$ cat config.mk
export PLATFORM = sky130hd
export DESIGN_NAME = utf8_stream_decoder
export DESIGN_NICKNAME = d
export VERILOG_FILES = /design/src/rtl/core/usd_pkg.sv /design/src/rtl/core/usd_front.sv /design/src/rtl/core/usd_queue.sv /design/src/rtl/core/usd_back.sv /design/src/rtl/core/utf8_stream_decoder.sv
export SDC_FILE = /design/constraint.sdc
export NUM_CORES = 1
export LEC_CHECK = 0
export BUFFER_PORTS_ARGS = -buffer_cell sky130_fd_sc_hd__buf_2
export CORE_MARGIN = 2
export CORE_UTILIZATION = 40
export CTS_CLUSTER_SIZE = 16
export DETAILED_ROUTE_END_ITERATION = 8
export PLACE_DENSITY = 0.61
export SYNTH_ARGS = -nofsm -noshare
export SYNTH_HDL_FRONTEND = slang
export SYNTH_HIERARCHICAL = 1
export SYNTH_SLANG_ARGS = --single-unit
$ cat constraint.sdc
create_clock -name aclk -period 11.7 [get_ports aclk]
set_input_delay 1.17 -clock aclk [delete_from_list [all_inputs] [get_ports aclk]]
set_output_delay 1.17 -clock aclk [all_outputs]
set_load 0.01 [all_outputs]
$ cat src/rtl/core/usd_pkg.sv
`default_nettype none

package usd_pkg;

    localparam int USD_QUEUE_DEPTH = 4;

    // byte classification masks and patterns
    localparam logic [7:0] LEAD4_MASK = 8'hF8;
    localparam logic [7:0] LEAD4_PAT  = 8'hF0;
    localparam logic [7:0] LEAD3_MASK = 8'hF0;
    localparam logic [7:0] LEAD3_PAT  = 8'hE0;
    localparam logic [7:0] LEAD2_MASK = 8'hE0;
    localparam logic [7:0] LEAD2_PAT  = 8'hC0;
    localparam logic [7:0] CONT_MASK  = 8'hC0;
    localparam logic [7:0] CONT_PAT   = 8'h80;

    localparam logic KIND_DECODED = 1'b0;
    localparam logic KIND_RAW     = 1'b1;

    localparam logic [2:0] LEN_RAW = 3'd1;

    // work for one input byte: raw bytes to flush, then an optional final result
    typedef struct packed {
        logic [1:0]      flush_cnt;
        logic [2:0][7:0] flush_bytes;
        logic            has_final;
        logic [20:0]     final_value;
        logic            final_kind;
        logic [2:0]      final_len;
    } usd_desc_t;

endpackage

`default_nettype wire

$ cat src/rtl/core/usd_front.sv
`default_nettype none

module usd_front
    import usd_pkg::*;
(
    input  wire logic       aclk,
    input  wire logic       aresetn,
    input  wire logic       s_tvalid,
    output logic            s_tready,
    input  wire logic [7:0] s_tdata,   // [7:0] in_byte
    input  wire logic       s_tlast,   // stream_end
    output usd_desc_t       desc,
    output logic            desc_valid,
    input  wire logic       desc_ready
);

    logic [2:0][7:0] pend_bytes_reg, pend_bytes_next;
    logic [1:0]      pend_cnt_reg, pend_cnt_next;
    logic [2:0]      exp_len_reg, exp_len_next;
    logic [20:0]     partial_reg, partial_next;

    logic            accept;
    logic            do_fresh;
    logic [7:0]      b;
    logic [20:0]     partial_ext;
    logic [2:0]      lead_len;
    logic [20:0]     lead_payload;

    assign s_tready = desc_ready;
    assign accept   = s_tvalid && s_tready;
    assign b        = s_tdata;

    assign partial_ext = {partial_reg[14:0], b[5:0]};

    always_comb begin
        lead_len     = 3'd0;
        lead_payload = '0;
        if ((b & LEAD4_MASK) == LEAD4_PAT) begin
            lead_len     = 3'd4;
            lead_payload = {18'd0, b[2:0]};
        end else if ((b & LEAD3_MASK) == LEAD3_PAT) begin
            lead_len     = 3'd3;
            lead_payload = {17'd0, b[3:0]};
        end else if ((b & LEAD2_MASK) == LEAD2_PAT) begin
            lead_len     = 3'd2;
            lead_payload = {16'd0, b[4:0]};
        end
    end

    always_comb begin
        pend_bytes_next  = pend_bytes_reg;
        pend_cnt_next    = pend_cnt_reg;
        exp_len_next     = exp_len_reg;
        partial_next     = partial_reg;
        desc             = '0;
        desc.flush_bytes = pend_bytes_reg;
        do_fresh         = 1'b0;

        if (accept) begin
            if (pend_cnt_reg != 2'd0) begin
                if ((b & CONT_MASK) == CONT_PAT) begin
                    if (({1'b0, pend_cnt_reg} + 3'd1) >= exp_len_reg) begin
                        // sequence complete
                        desc.has_final   = 1'b1;
                        desc.final_value = partial_ext;
                        desc.final_kind  = KIND_DECODED;
                        desc.final_len   = exp_len_reg;
                        pend_cnt_next    = 2'd0;
                        exp_len_next     = 3'd0;
                        partial_next     = '0;
                    end else begin
                        for (int i = 0; i < 3; i++) begin
                            if (pend_cnt_reg == 2'(i)) begin
                                pend_bytes_next[i]  = b;
                                desc.flush_bytes[i] = b;
                            end
                        end
                        if (s_tlast) begin
                            // cut off at stream end: flush everything raw
                            desc.flush_cnt = pend_cnt_reg + 2'd1;
                            pend_cnt_next  = 2'd0;
                            exp_len_next   = 3'd0;
                            partial_next   = '0;
                        end else begin
                            pend_cnt_next = pend_cnt_reg + 2'd1;
                            partial_next  = partial_ext;
                        end
                    end
                end else begin
                    // broken sequence: flush, then treat this byte afresh
                    desc.flush_cnt = pend_cnt_reg;
                    pend_cnt_next  = 2'd0;
                    exp_len_next   = 3'd0;
                    partial_next   = '0;
                    do_fresh       = 1'b1;
                end
            end else begin
                do_fresh = 1'b1;
            end

            if (do_fresh) begin
                if (lead_len != 3'd0 && !s_tlast) begin
                    pend_bytes_next[0] = b;
                    pend_cnt_next      = 2'd1;
                    exp_len_next       = lead_len;
                    partial_next       = lead_payload;
                end else begin
                    desc.has_final   = 1'b1;
                    desc.final_value = {13'd0, b};
                    desc.final_kind  = KIND_RAW;
                    desc.final_len   = LEN_RAW;
                    pend_cnt_next    = 2'd0;
                    exp_len_next     = 3'd0;
                    partial_next     = '0;
                end
            end
        end
    end

    assign desc_valid = accept && (desc.flush_cnt != 2'd0 || desc.has_final);

    always_ff @(posedge aclk) begin
        pend_bytes_reg <= pend_bytes_next;
        if (!aresetn) begin
            pend_cnt_reg <= 2'd0;
            exp_len_reg  <= 3'd0;
            partial_reg  <= '0;
        end else begin
            pend_cnt_reg <= pend_cnt_next;
            exp_len_reg  <= exp_len_next;
            partial_reg  <= partial_next;
        end
    end

endmodule

`default_nettype wire

$ cat src/rtl/core/usd_queue.sv
`default_nettype none

module usd_queue
    import usd_pkg::*;
#(
    parameter int DEPTH = USD_QUEUE_DEPTH
) (
    input  wire logic      aclk,
    input  wire logic      aresetn,
    input  wire usd_desc_t wr_desc,
    input  wire logic      wr_valid,
    output logic           wr_ready,
    output usd_desc_t      rd_desc,
    output logic           rd_valid,
    input  wire logic      rd_pop
);

    localparam int PTR_W = (DEPTH > 1) ? $clog2(DEPTH) : 1;
    localparam int CNT_W = $clog2(DEPTH + 1);

    usd_desc_t              entries_reg [DEPTH];
    logic [PTR_W-1:0]       wr_ptr_reg, wr_ptr_next;
    logic [PTR_W-1:0]       rd_ptr_reg, rd_ptr_next;
    logic [CNT_W-1:0]       count_reg, count_next;
    logic                   push, pop;

    assign wr_ready = (count_reg != CNT_W'(DEPTH));
    assign rd_valid = (count_reg != '0);
    assign rd_desc  = entries_reg[rd_ptr_reg];
    assign push     = wr_valid && wr_ready;
    assign pop      = rd_pop && rd_valid;

    always_comb begin
        wr_ptr_next = wr_ptr_reg;
        rd_ptr_next = rd_ptr_reg;
        count_next  = count_reg;
        if (push) begin
            wr_ptr_next = (wr_ptr_reg == PTR_W'(DEPTH - 1)) ? '0 : wr_ptr_reg + 1'b1;
        end
        if (pop) begin
            rd_ptr_next = (rd_ptr_reg == PTR_W'(DEPTH - 1)) ? '0 : rd_ptr_reg + 1'b1;
        end
        if (push && !pop) begin
            count_next = count_reg + 1'b1;
        end else if (pop && !push) begin
            count_next = count_reg - 1'b1;
        end
    end

    always_ff @(posedge aclk) begin
        if (push) begin
            entries_reg[wr_ptr_reg] <= wr_desc;
        end
        if (!aresetn) begin
            wr_ptr_reg <= '0;
            rd_ptr_reg <= '0;
            count_reg  <= '0;
        end else begin
            wr_ptr_reg <= wr_ptr_next;
            rd_ptr_reg <= rd_ptr_next;
            count_reg  <= count_next;
        end
    end

endmodule

`default_nettype wire

$ cat src/rtl/core/usd_back.sv
`default_nettype none

module usd_back
    import usd_pkg::*;
(
    input  wire logic      aclk,
    input  wire logic      aresetn,
    input  wire usd_desc_t desc,
    input  wire logic      desc_valid,
    output logic           desc_pop,
    output logic           m_tvalid,
    input  wire logic      m_tready,
    output logic [23:0]    m_tdata,   // [20:0] value, [23:21] seq_len
    output logic           m_tuser,   // kind
    output logic           m_tlast    // last_of_run
);

    logic [1:0]  idx_reg, idx_next;
    logic        m_tvalid_reg, m_tvalid_next;
    logic [23:0] m_tdata_reg, m_tdata_next;
    logic        m_tuser_reg, m_tuser_next;
    logic        m_tlast_reg, m_tlast_next;

    logic        load;
    logic        last_res;
    logic [2:0]  total;
    logic [20:0] res_value;
    logic        res_kind;
    logic [2:0]  res_len;

    assign total    = {1'b0, desc.flush_cnt} + {2'b0, desc.has_final};
    assign last_res = ({1'b0, idx_reg} + 3'd1) == total;
    assign load     = desc_valid && (!m_tvalid_reg || m_tready);
    assign desc_pop = load && last_res;

    always_comb begin
        res_value = desc.final_value;
        res_kind  = desc.final_kind;
        res_len   = desc.final_len;
        if ({1'b0, idx_reg} < {1'b0, desc.flush_cnt}) begin
            res_kind = KIND_RAW;
            res_len  = LEN_RAW;
            case (idx_reg)
                2'd0:    res_value = {13'd0, desc.flush_bytes[0]};
                2'd1:    res_value = {13'd0, desc.flush_bytes[1]};
                2'd2:    res_value = {13'd0, desc.flush_bytes[2]};
                default: res_value = desc.final_value;
            endcase
        end
    end

    always_comb begin
        idx_next      = idx_reg;
        m_tvalid_next = m_tvalid_reg;
        m_tdata_next  = m_tdata_reg;
        m_tuser_next  = m_tuser_reg;
        m_tlast_next  = m_tlast_reg;
        if (load) begin
            m_tvalid_next = 1'b1;
            m_tdata_next  = {res_len, res_value};
            m_tuser_next  = res_kind;
            m_tlast_next  = last_res;
            // advance within the entry, or wrap when it is popped
            idx_next      = last_res ? 2'd0 : idx_reg + 2'd1;
        end else if (m_tready) begin
            m_tvalid_next = 1'b0;
        end
    end

    always_ff @(posedge aclk) begin
        m_tdata_reg <= m_tdata_next;
        m_tuser_reg <= m_tuser_next;
        m_tlast_reg <= m_tlast_next;
        if (!aresetn) begin
            idx_reg      <= 2'd0;
            m_tvalid_reg <= 1'b0;
        end else begin
            idx_reg      <= idx_next;
            m_tvalid_reg <= m_tvalid_next;
        end
    end

    assign m_tvalid = m_tvalid_reg;
    assign m_tdata  = m_tdata_reg;
    assign m_tuser  = m_tuser_reg;
    assign m_tlast  = m_tlast_reg;

endmodule

`default_nettype wire

$ cat src/rtl/core/utf8_stream_decoder.sv
// Lenient UTF-8 stream decoder.
// Input channel s_*: one byte per word in s_tdata, s_tlast marks the final byte
// of the stream; an unfinished sequence at that byte is flushed as raw bytes.
// Output channel m_*: one result per word. m_tdata carries the code point (or
// raw byte) and the number of input bytes it used; m_tuser is 0 for a decoded
// sequence and 1 for a raw byte; m_tlast marks the last result of an input byte.
// A byte that only extends an open sequence produces no word.
// A result is registered in the descriptor queue, written by the front stage,
// and again in the output register, loaded by the back stage.
// Throughput: one input byte per cycle while each byte yields at most one
// result and m_tready is high; the output register issues one result per
// cycle while m_tready is high. A broken sequence yields up to four results
// for one byte; the descriptor queue (QUEUE_DEPTH entries) absorbs these
// bursts and s_tready drops only when it is full.
// Reset (aresetn low, synchronous) empties the queue, drops any open sequence
// and clears m_tvalid. When the receiver holds m_tready low the output word
// holds, the queue fills, and then s_tready falls.
`default_nettype none

module utf8_stream_decoder
    import usd_pkg::*;
#(
    parameter int QUEUE_DEPTH = USD_QUEUE_DEPTH
) (
    input  wire logic        aclk,
    input  wire logic        aresetn,
    input  wire logic        s_tvalid,
    output logic             s_tready,
    input  wire logic [7:0]  s_tdata,   // [7:0] in_byte
    input  wire logic        s_tlast,   // stream_end
    output logic             m_tvalid,
    input  wire logic        m_tready,
    output logic [23:0]      m_tdata,   // [20:0] value, [23:21] seq_len
    output logic             m_tuser,   // kind
    output logic             m_tlast    // last_of_run
);

    usd_desc_t front_desc;
    logic      front_valid;
    logic      queue_ready;
    usd_desc_t back_desc;
    logic      back_valid;
    logic      back_pop;

    usd_front u_front (
        .aclk       (aclk),
        .aresetn    (aresetn),
        .s_tvalid   (s_tvalid),
        .s_tready   (s_tready),
        .s_tdata    (s_tdata),
        .s_tlast    (s_tlast),
        .desc       (front_desc),
        .desc_valid (front_valid),
        .desc_ready (queue_ready)
    );

    usd_queue #(
        .DEPTH (QUEUE_DEPTH)
    ) u_queue (
        .aclk     (aclk),
        .aresetn  (aresetn),
        .wr_desc  (front_desc),
        .wr_valid (front_valid),
        .wr_ready (queue_ready),
        .rd_desc  (back_desc),
        .rd_valid (back_valid),
        .rd_pop   (back_pop)
    );

    usd_back u_back (
        .aclk       (aclk),
        .aresetn    (aresetn),
        .desc       (back_desc),
        .desc_valid (back_valid),
        .desc_pop   (back_pop),
        .m_tvalid   (m_tvalid),
        .m_tready   (m_tready),
        .m_tdata    (m_tdata),
        .m_tuser    (m_tuser),
        .m_tlast    (m_tlast)
    );

endmodule

`default_nettype wire
==> results of run 1 <==
final cells by class:
cell class	count	area share, %
Sequential cell	290	62.6
Multi-Input combinational cell	287	23.6
Clock buffer	43	6.50
Tap cell	384	3.58
Timing Repair Buffer	49	2.00
Clock inverter	13	1.06
Inverter	22	0.616
cell usage in the layout, fill, tap and decap left out, types with 5 or more instances in the layout:
cell type / count
clkbuf_16: 31
clkbuf_8: 5
dfxtp_1: 30
mux2_2: 38
buf_2: 40
a32o_1: 7
a22o_1: 10
mux4_2: 52
nand2_1: 17
clkinv_2: 8
and2_1: 25
nor2b_1: 16
and3_2: 5
edfxtp_1: 258
nor2_1: 7
mux2i_1: 11
and3_1: 7
inv_1: 22
nand2b_1: 5
buf_4: 9
a222oi_1: 8
o21ai_0: 6
clkbuf_1: 7
ha_1: 20
power groups by stage:
stage | registers (mW) | clock network (mW) | logic (mW)
after floorplan | 1.42 | 0 | 0.447
after global placement | 1.43 | 0 | 0.630
after detailed placement | 1.43 | 0 | 0.645
after CTS | 1.41 | 0.979 | 0.649
after global routing | 1.43 | 1.02 | 0.690
final | 1.41 | 0.957 | 0.636
stage by stage:
| stage | util, % | hold WS [ns] | cells | cell area (um^2) |
|---|---|---|---|---|
| 2_1_floorplan | - | 0.427 | 638 | 11800 |
| 3_3_place_gp | 42.8 | 0.458 | 1032 | 12400 |
| 3_5_place_dp | 42.8 | 0.465 | 1032 | 12400 |
| 4_1_cts | 46.3 | 0.478 | 1088 | 13400 |
| 5_1_grt | 46.3 | 0.490 | 1088 | 13400 |
| 6_report | 46.3 | 0.473 | 1088 | 13400 |
cell families (layout without fill, tap and decap cells):
| group | Yosys count | count (layout) | synth area share (%) |
|---|---|---|---|
| AO/OA/AOI/OAI | 54 | 54 | 4.01 |
| XOR/XNOR | 5 | 5 | 0.370 |
| adder cells (fa/ha/maj) | 21 | 21 | 2.28 |
| buffers and inverters | 61 | 127 | 2.39 |
| flip-flops | 290 | 290 | 70.9 |
| multiplexers | 101 | 101 | 14.4 |
| AND/OR/NAND/NOR | 106 | 106 | 5.66 |
cells in the mapped netlist (5+ instances only):
cell      number
nor2b_1       16
and2_1        25
a222oi_1       8
nor2_1         7
mux2i_1       11
nand2_1       17
ha_1          20
inv_1         22
clkbuf_1      20
nand2b_1       5
a32o_1         7
mux4_2        52
and3_1         7
o21ai_0        6
mux2_2        38
edfxtp_1     258
and3_2         5
dfxtp_1       32
buf_2          7
a22o_1        10
buf_4          6
metal layers:
metal,up-vias,part of all wire [%]
met2,182,47
met4,0,2.6
met5,-,0
met1,2975,43
li1,2614,-
met3,45,6.9
path summary, 6_finish.rpt:
kind | endpoint | slack (ns) | depth (start not counted)
setup / recovery | u_queue/count_reg[2]$_SDFFE_PN0P_ | 7.50 | 12
hold / removal | u_front/partial_reg[13]$_SDFFE_PN0P_ | 0.47 | 1
setup reg to reg | u_queue/count_reg[2]$_SDFFE_PN0P_ | 7.50 | 12
hold reg to reg | u_front/partial_reg[13]$_SDFFE_PN0P_ | 0.47 | 1
==> impl_metrics.csv, run 1 <==
group,metric,value,unit
detailed_routing,drtIter0Drc,374,
synth,netlist_instances,638,
cts,h-tree-depth,1,
power_and_ir_drop,p_sw_share,26.8,%
cts,cts.sinks,290,
job,max-cap-violations,0,
critical_path,crit_start,"u_queue/count_reg[0]$_SDFFE_PN0P_",
timing,max_freq,0.238,GHz
global_routing,grt_pass1_vias,6137,
worst_hold_path,hp-class,"flip-flop to flip-flop",
cts,hold_buffers,0,
synth,synthTopCellsByArea,"edfxtp_1 65%, mux4_2 9.9%, dfxtp_1 5.4%",
critical_path,timing.critical_path.mode_cell,"inv_1",
place,dp_slack,7.02,ns
floorplan,die_width,176,um
timing,setup_violations,0,
power_and_ir_drop,ir_drop,0.130,mV
outcome,status,"completed",
timing,final-hold-violation-count,0,
global_routing,busiest_layer,"met2",
place,io_buffers,40,
synth,ys_ff_latch,290,
critical_path,crit_fanout,21,
critical_path,critPathSlowestCell,"inv_1",
final_layout,drive_gt1_share,30.1,%
final_layout,seq_area,0.00839,mm^2
synth,yosysSeqAreaShare,70.9,%
final_layout,antenna_cells,0,
floorplan,coreArea,0.0289,mm^2
detailed_routing,vias_per_cell,5.35,
critical_path,path_buf_inv,2,
cts,post_cts_resized,0,
cts,cts_setup_buffers,0,
timing,tightest_slew,0.833,ns
place,dpl.hpwl,13.4,mm
detailed_routing,vias,5816,
timing,slew_violations,0,
synth,synth_top_area_cell,"edfxtp_1",
global_routing,grt_pass1_wl,35.3,mm
detailed_routing,routedWlPerCell,20.9,um
global_routing,globalRouteOverflowTotal,0,
critical_path,end_kind,"flip-flop",
global_routing,use_met3,2.63,%
synth,synth_fp_nets,672,
power_and_ir_drop,p_per_area,224,mW/mm^2
critical_path,slowest_delay,0.62,ns
floorplan,num_rows,62,
cts,clkLatencyLatePin,0.54,ns
final_layout,multi_input_area,0.00317,mm^2
critical_path,path_class,"flip-flop to flip-flop",
critical_path,r2r-start,"u_queue/count_reg[0]$_SDFFE_PN0P_",
global_routing,grt_antenna_before_repair,1,
final_layout,nNetsFinal,714,
detailed_routing,dr.pass1.iters,6,
final_layout,fillers,2425,
power_and_ir_drop,power_leakage,4.55,nW
synth,synth_edf_count,258,
detailed_routing,antenna_left,0,
critical_path,crit_family,"simple AND/OR/NAND/NOR gates",
synth,avgSynthCellArea,18.6,um^2
synth,ys_warn_count,6,
cts,clk_path_buf_depth,3,
detailed_routing,totalWireLength,22.7,mm
synth,syn_area,0.0118,mm^2
power_and_ir_drop,total_power,3.00,mW
synth,synthDistinctLibCells,57,
detailed_routing,drc,0,
critical_path,crit_required,12.16,ns
synth,ys.flop_type,"edfxtp_1",
timing,fin_tns_setup,0,ns
global_routing,use_met2,24.3,%
timing,relSlewSlack,44.4,%
final_layout,largest_register_ffs,208,
final_layout,syn2layout_area_growth,13.2,%
power_and_ir_drop,combPwrFrac,21.2,%
worst_hold_path,min_from,"u_front/partial_reg[13]$_SDFFE_PN0P_",
place,place.gp.congestion,0.775,
floorplan,die-area,0.0310,mm^2
cts,numCtsBuffers,30,
timing,rsz0062_at_grt,"no",
timing,setup_ws,7.50,ns
timing,fin_crit,4.20,ns
power_and_ir_drop,clockPowerShare,31.9,%
synth,synth_top_area_share,65.4,%
cts,cts_root_buffer,"clkbuf_16",
critical_path,cp_cell_sequence,"or3b_1, nand2_1, inv_1, and3_1, a211o_1, and2_4, ha_1, inv_1, fa_1, xor2_1, or3_2, a21boi_0",
power_and_ir_drop,intPower,2.20,mW
global_routing,grt_use_total,14.9,%
synth,synthArstFlopShare,0,%
timing,final.setup_skew,0.00909,ns
power_and_ir_drop,power.switching,0.805,mW
global_routing,grt_max_degree,53,
critical_path,worstPathArrival,4.66,ns
cts,clkTransAtPathRegs,0.06,ns
floorplan,fp.dieH,176,um
critical_path,startpoint_type,"flip-flop",
floorplan,initial_utilization,40.9,%
power_and_ir_drop,seq_power_share,47.0,%
timing,period_share,35.9,%
floorplan,io_pins,41,
global_routing,globalRouteMet1Util,20.4,%
cts,cts_tree,"yes",
No activity file was read; power rests on OpenSTA's default activity.
==> run 2, diff against run 1 <==
- PLACE_DENSITY: 0.61 -> 0.64
- clock period: 11.7 -> 3.6 ns (I/O delays scaled with it)
==> run 2 against run 1 <==
Net effect:
- routed wire length up 3.0%
- clock skew is 0.0040 ns higher
- total power grew to 3.2 times the previous value
- critical path depth up 1
- clock power grew to 3.1 times the previous value
- core utilization up 0.35 points
- largest power group unchanged
- count of clock-buffer cells in the layout is 3 higher
==> impl_metrics.csv, run 2 (synthesis results as in run 1) <==
group,metric,value,unit
global_routing,grt_pass1_wl,36.6,mm
floorplan,io_pins,41,
critical_path,crit_family,"adder cells",
critical_path,path_class,"flip-flop to flip-flop",
detailed_routing,dr.pass1.iters,7,
timing,setup_violations,0,
cts,clk_path_buf_depth,3,
final_layout,final_area,0.0135,mm^2
global_routing,grt_antenna_before_repair,0,
detailed_routing,totalWireLength,23.4,mm
final_layout,finalNonFillerCells,1101,
critical_path,end_kind,"flip-flop",
timing,tightest_slew,0.728,ns
detailed_routing,vias,5929,
power_and_ir_drop,power_leakage,4.58,nW
critical_path,ff2ff_setup_slack,0.12,ns
timing,final-hold-violation-count,0,
final_layout,final_common_cell,"edfxtp_1",
detailed_routing,drtIter0Drc,449,
critical_path,startpoint_type,"flip-flop",
outcome,status,"completed",
power_and_ir_drop,p_per_area,715,mW/mm^2
global_routing,grt_max_degree,53,
place,post_dp_cell_area,0.0125,mm^2
cts,numCtsBuffers,29,
cts,cts.sinks,290,
cts,cts_tree,"yes",
cts,clkLatencyLatePin,0.54,ns
detailed_routing,antenna_left,0,
power_and_ir_drop,ir_drop,0.344,mV
worst_hold_path,hp-class,"input port to flip-flop",
final_layout,most-common-layout-cells,"258 x edfxtp_1, 52 x mux4_2, 40 x buf_2",
worst_hold_path,min_from,"m_tready",
critical_path,path_buf_inv,1,
place,io_buffers,40,
critical_path,worstPathArrival,3.95,ns
critical_path,reg2reg_to,"u_queue/count_reg[2]$_SDFFE_PN0P_",
worst_hold_path,whs_endpoint,"u_back/m_tvalid$_SDFFE_PN0P_",
global_routing,grt_use_total,15.3,%
timing,period_share,96.7,%
floorplan,die_width,176,um
timing,relSlewSlack,51.4,%
floorplan,die-area,0.0310,mm^2
place,dpl.cell_count,1043,
floorplan,num_rows,62,
final_layout,largest_register_ffs,208,
worst_hold_path,worst_hold_path.num_cells,3,
global_routing,grt_pass1_vias,6358,
cts,clkTransAtPathRegs,0.06,ns
timing,fin_crit,3.48,ns
cts,cts_root_buffer,"clkbuf_16",
final_layout,nNetsFinal,727,
timing,slew_violations,0,
critical_path,slowest_delay,0.55,ns
final_layout,drive_gt1_share,31.8,%
cts,h-tree-depth,1,
critical_path,critPathSlowestCell,"mux4_2",
detailed_routing,vias_per_cell,5.39,
floorplan,coreArea,0.0289,mm^2
timing,final.setup_skew,0.0131,ns
place,dpl.hpwl,13.6,mm
floorplan,fp.dieH,176,um
place,place.gp.congestion,0.768,
floorplan,initial_utilization,40.9,%
detailed_routing,routedWlPerCell,21.2,um
job,max-cap-violations,0,
critical_path,crit_required,4.06,ns
critical_path,cp_cell_sequence,"mux4_2, ha_2, ha_1, xor2_1, nor3_2, and2_1, o31ai_2, ha_2, inv_1, fa_1, xor2_1, or3_2, a21boi_0",
critical_path,crit_fanout,5,
timing,max_freq,0.287,GHz
detailed_routing,drc,0,
critical_path,worstRegToRegCells,13,
global_routing,globalRouteOverflowTotal,0,
final_layout,syn2layout_area_growth,14.1,%
## run 2: cell count changes in the layout (fill, tap and decap cells not counted), sizes merged
cell	delta
inv	+1
buf	+14
clkinv	-5
bufinv	-2
clkinvlp	+1
diode	+1
clkbuf	+3
## run 2: what timing repair did
action	4_1_cts	5_1_grt
pin swaps	1	3
setup buffers	1	2
hold buffers	0	0
gates resized for setup	0	5
setup endpoints to repair	1	1
## run 2: per-stage QoR
| step | hold slack [ns] | util (%) | worst slack (ns) | total power [mW] | setup TNS, ns |
|---|---|---|---|---|---|
| finish | 0.220 | 46.7 | 0.119 | 9.66 | 0 |
| floorplan | 0.427 | - | 0.00410 | 6.09 | 0 |
| global route | 0.232 | 46.7 | -0.00381 | 10.1 | -0.00381 |
| global placement | 0.446 | 43.3 | 0.159 | 6.76 | 0 |
| CTS | 0.210 | 46.6 | 0.0357 | 9.77 | 0 |
| detailed placement | 0.449 | 43.3 | -0.00409 | 6.83 | -0.00409 |
## run 2: layout make-up
cell class | count | area, um^2
fill | 2402 | 15400
sequential | 290 | 8390
multi-input combinational | 287 | 3190
clock buffer | 46 | 870
tap | 384 | 480
timing repair buffer | 63 | 423
inverter | 22 | 82.6
clock inverter | 8 | 70.1
antenna | 1 | 2.50
## run 2: how the worst max path moves through the flow
stage | slack, ns | start | depth (start not counted) | end
CTS | 0.04 | flip-flop | 13 | u_queue/count_reg[2]$_SDFFE_PN0P_
finish | 0.12 | flip-flop | 13 | u_queue/count_reg[2]$_SDFFE_PN0P_
global placement | 0.16 | flip-flop | 13 | u_queue/count_reg[2]$_SDFFE_PN0P_
floorplan | 0.004 | flip-flop | 15 | u_queue/count_reg[2]$_SDFFE_PN0P_
detailed placement | -0.004 | u_front/pend_cnt_reg[1]$_SDFFE_PN0P_ | 14 | u_queue/count_reg[2]$_SDFFE_PN0P_
global route | -0.004 | u_front/pend_cnt_reg[0]$_SDFFE_PN0P_ | 14 | u_queue/count_reg[2]$_SDFFE_PN0P_
## run 2: tightest hold or removal path, stage by stage
cell and delay (ns):
buf_2 0.07, nand2b_1 0.17, a21boi_0 0.11
## run 2: power breakdown
part           leakage (nW)  internal, mW  switching, mW
registers              2.67          4.35          0.178
clock network         0.462          1.72           1.20
logic                  1.45         0.965           1.24
## run 2: per-layer routing
layer	vias to the layer above	share of wire [%]	routed length (um)	global-route usage, %
met5	-	0	0	0
met4	0	2.6	618	4.68
met3	42	5.5	1290	2.26
met2	160	49	11300	25.2
met1	3092	43	10100	21.2
li1	2635	-	-	-
